<file path="src/design/gzosp_ram.sv">
// Generic single-port-write, single-port-read RAM with registered read data.
module gzosp_ram #(
    parameter int WIDTH = 8,
    parameter int DEPTH = 16
) (
    input  logic                     clk,
    input  logic                     we,
    input  logic [$clog2(DEPTH)-1:0] waddr,
    input  logic [WIDTH-1:0]         wdata,
    input  logic [$clog2(DEPTH)-1:0] raddr,
    output logic [WIDTH-1:0]         rdata
);
    logic [WIDTH-1:0] mem [DEPTH];

    always_ff @(posedge clk)
    begin
        if (we)
        begin
            mem[waddr] <= wdata;
        end
        rdata <= mem[raddr];
    end
endmodule

</file>
<file path="config.mk">
export PLATFORM = sky130hd
export DESIGN_NAME = gzosp_ram
export DESIGN_NICKNAME = d
export VERILOG_FILES = /design/src/design/gzosp_ram.sv
export SDC_FILE = /design/constraint.sdc
export NUM_CORES = 1
export LEC_CHECK = 0
export BUFFER_PORTS_ARGS = -buffer_cell sky130_fd_sc_hd__buf_2
export CAP_MARGIN = 10
export CORE_MARGIN = 1.5
export CORE_UTILIZATION = 40
export CTS_BUF_LIST = sky130_fd_sc_hd__clkbuf_4 sky130_fd_sc_hd__clkbuf_8
export DETAILED_ROUTE_END_ITERATION = 7
export PLACE_DENSITY_LB_ADDON = 0.15
export SLEW_MARGIN = 20
export SYNTH_ARGS = -nofsm -noshare
export SYNTH_HDL_FRONTEND = slang
export SYNTH_SLANG_ARGS = --single-unit
</file>
<file path="constraint.sdc">
create_clock -name clk -period 1.5 [get_ports clk]
set_input_delay 0.075 -clock clk [delete_from_list [all_inputs] [get_ports clk]]
set_output_delay 0.075 -clock clk [all_outputs]
set_load 0.005 [all_outputs]
</file>
==> summary.txt <==
Outcome = complete, no violations
Pre-antenna DRT Iters = 4
Post-CTS sizing = 0
Final setup TNS = 0 ns
Final nets = 304
Multi-input gate area = 0.00106 sq mm
CP Cell Sequence = mux4_1, a22oi_1, nand2_1
Core area = 0.0126 sq mm
Fmax = 727 MHz
Seq/Total Area, Yosys = 0.778
Area after DPL = 0.00562 sq mm
Vias per std cell = 5.21
H-tree levels = 4
P_int = 6.12 mW
Global route overflow = 0
Layout area overhead = 16.7%
Crit path required time = 1.82 ns
First-pass GRT wire length = 15,700 um
Initial antenna violation count = 0
Crit-path max FO = 1
Largest family of logic cells by synthesized area = multiplexers
Synth area leaders = edfxtp_1 75%, mux4_2 7.9%, mux4_1 7.1%
Post-synth top area share = 0.747
Bufs on Longest Clock Path = 2
Register area = 0.00400 sq mm
Clk Latency, worst-skew pair = 0.43 ns
CP max stage delay = 0.57 ns
Worst setup SP type = flip-flop
Slew Limit Fails = 0
Die span in x = 116 um
Crit. End Element = flip-flop
Diodes inserted = 0
Mean Syn Cell Area = 22.5 sq um
WP data arrival = 1.70 ns
Post-synthesis mux area share = 0.150
Clock group share of total power = 0.385
Initial Util = 0.410
Worst slew pin tran = 0.796 ns
Worst VDD drop = 663 uV
Commonest non-fill, non-tap cell in the layout = edfxtp_1
Count of input and output buffers = 25
Total track usage = 0.172
HP Class = in2reg
Final hold vios = 0
Slowest CP cell = mux4_1
Switching Share = 0.195
Fin area = 0.00601 sq mm
Post-CTS Setup Inserts = 0
Final setup viols = 0
Tmin final = 1.38 ns
Root Buffer = clkbuf_8
Vias in the first global route = 2,623
XOR/XNOR Fraction of Synth Area = 0
Setup Skew = 0.00998 ns
Num rows = 41
Total vias in the final route = 2,450
Area leader, netlist = edfxtp_1
CTS sink count = 136
Worst slew margin = 0.467
Max Cap Viol = 0
Synth Area in Compound Gates = 0.0233
Synth unique cells = 19
Hold-fix buffers at CTS = 0
Leakage = 2.04 nW
Fraction of layout cells with a size suffix above 1 = 0.326
Synth warn = 0
WL per Instance = 22.1 um
Power per cell area = 1270 mW/mm^2
IO Pins = 26
Sequential Power Share = 0.561
Post-Synth Simple-Gate Area = 0.0318
Worst Setup Path Type = reg2reg
Total Power = 7.61 mW
Cells after Synth = 229
Final GP Congestion = 0.758
Post-route clock period utilization = 0.917
Die Y = 116 um
Most frequent cells in the layout = 128 x edfxtp_1, 25 x buf_2, 20 x clkbuf_8, 20 x buf_4, 18 x mux4_2
Net Switching = 1.49 mW
CTS tree = yes
Die area = 0.0136 sq mm
Dpl hpwl = 6630 um
Detail Route Antenna Nets = 0
CTS clock-pin slew for the worst setup and hold paths = 0.07 ns
#FFs+latches synth = 136
Post-Syn Area = 0.00515 sq mm
Filler cell count = 1,043
TritonCTS Buffers = 17
Residual DRC = 0
Logic pwr share = 0.054
Synth Area in Adders = 0
RSZ-0062 raised after global routing = false
Largest net degree at the start of global routing = 26
DRT Wirelength = 10,400 um
Drt first-iter violations = 182
Post-Syn Nets = 247
==> critical path, delay by kind of cell (launching register included) <==
family | cells | cell delay [ns]
compound gates | 1 | 0.25
simple gates | 1 | 0.08
mux | 1 | 0.57
flops | 1 | 0.37
==> Yosys cell counts <==
cell type / count
nor2b_1: 1
buf_6: 3
and2b_1: 1
a22oi_1: 16
mux4_1: 14
buf_4: 1
clkdlybuf4s25_2: 3
edfxtp_1: 128
nand3_1: 1
nand3b_1: 2
nor2_1: 13
nand2b_1: 2
or3b_2: 1
buf_2: 3
mux4_2: 18
and2_1: 1
dfxtp_1: 8
nor3_1: 4
nand2_1: 9
==> registers in the layout (all words and copies together) (netlist names) <==
| register | count |
|---|---|
| mem | 128 |
| rdata | 8 |
==> per-stage QoR <==
| step | util | hold slack [ns] | setup WS [ns] | cells |
|---|---|---|---|---|
| after global placement | 0.447 | 0.456 | 0.0242 | 439 |
| after CTS | 0.478 | 0.00434 | 0.107 | 470 |
| after global routing | 0.478 | 0.0216 | 0.0302 | 470 |
| final | 0.478 | 0.0243 | 0.124 | 470 |
| after floorplan | - | 0.174 | 0.159 | 229 |
| after detailed placement | 0.447 | 0.456 | 0.0206 | 439 |
==> power groups by stage <==
stage / logic (mW) / clock network [mW] / registers [mW]
detailed placement: 0.418 / 0 / 4.35
finish: 0.409 / 2.93 / 4.27
floorplan: 0.216 / 0 / 4.35
global placement: 0.410 / 0 / 4.35
CTS: 0.418 / 3.01 / 4.27
global route: 0.449 / 3.16 / 4.28
==> logic make-up (layout without fill, tap and decap cells) <==
group | count (synthesis) | count (layout)
buffers and inverters | 10 | 79
muxes | 32 | 32
AOI/OAI and AO/OA | 16 | 16
DFF | 136 | 136
and+or+nand+nor | 35 | 35
==> worst paths after layout <==
path,from,end,slack [ns],cells past startpoint
setup / recovery,mem[6][3],rdata[3],0.12,3
setup reg to reg,mem[6][3],rdata[3],0.12,3
hold reg to reg,mem[15][2],rdata[2],0.68,3
hold / removal,wdata[0],mem[4][0],0.02,1
==> final cells by class <==
| cell class | count | area share |
|---|---|---|
| flip-flops and latches | 136 | 0.666 |
| multi-input cells | 83 | 0.177 |
| repair buffers | 48 | 0.0558 |
| clock inverters | 5 | 0.0121 |
| well taps | 172 | 0.0358 |
| clock buffers | 26 | 0.0533 |
==> layer usage <==
metal  vias to the layer above  routed length (um)  track usage
met4                         0                  85       0.0520
met3                         6                 400       0.0535
met5                         -                   0            0
met1                      1312                5040        0.243
li1                       1082                   -            -
met2                        50                4840        0.261
(Power assumes the default switching activity.)
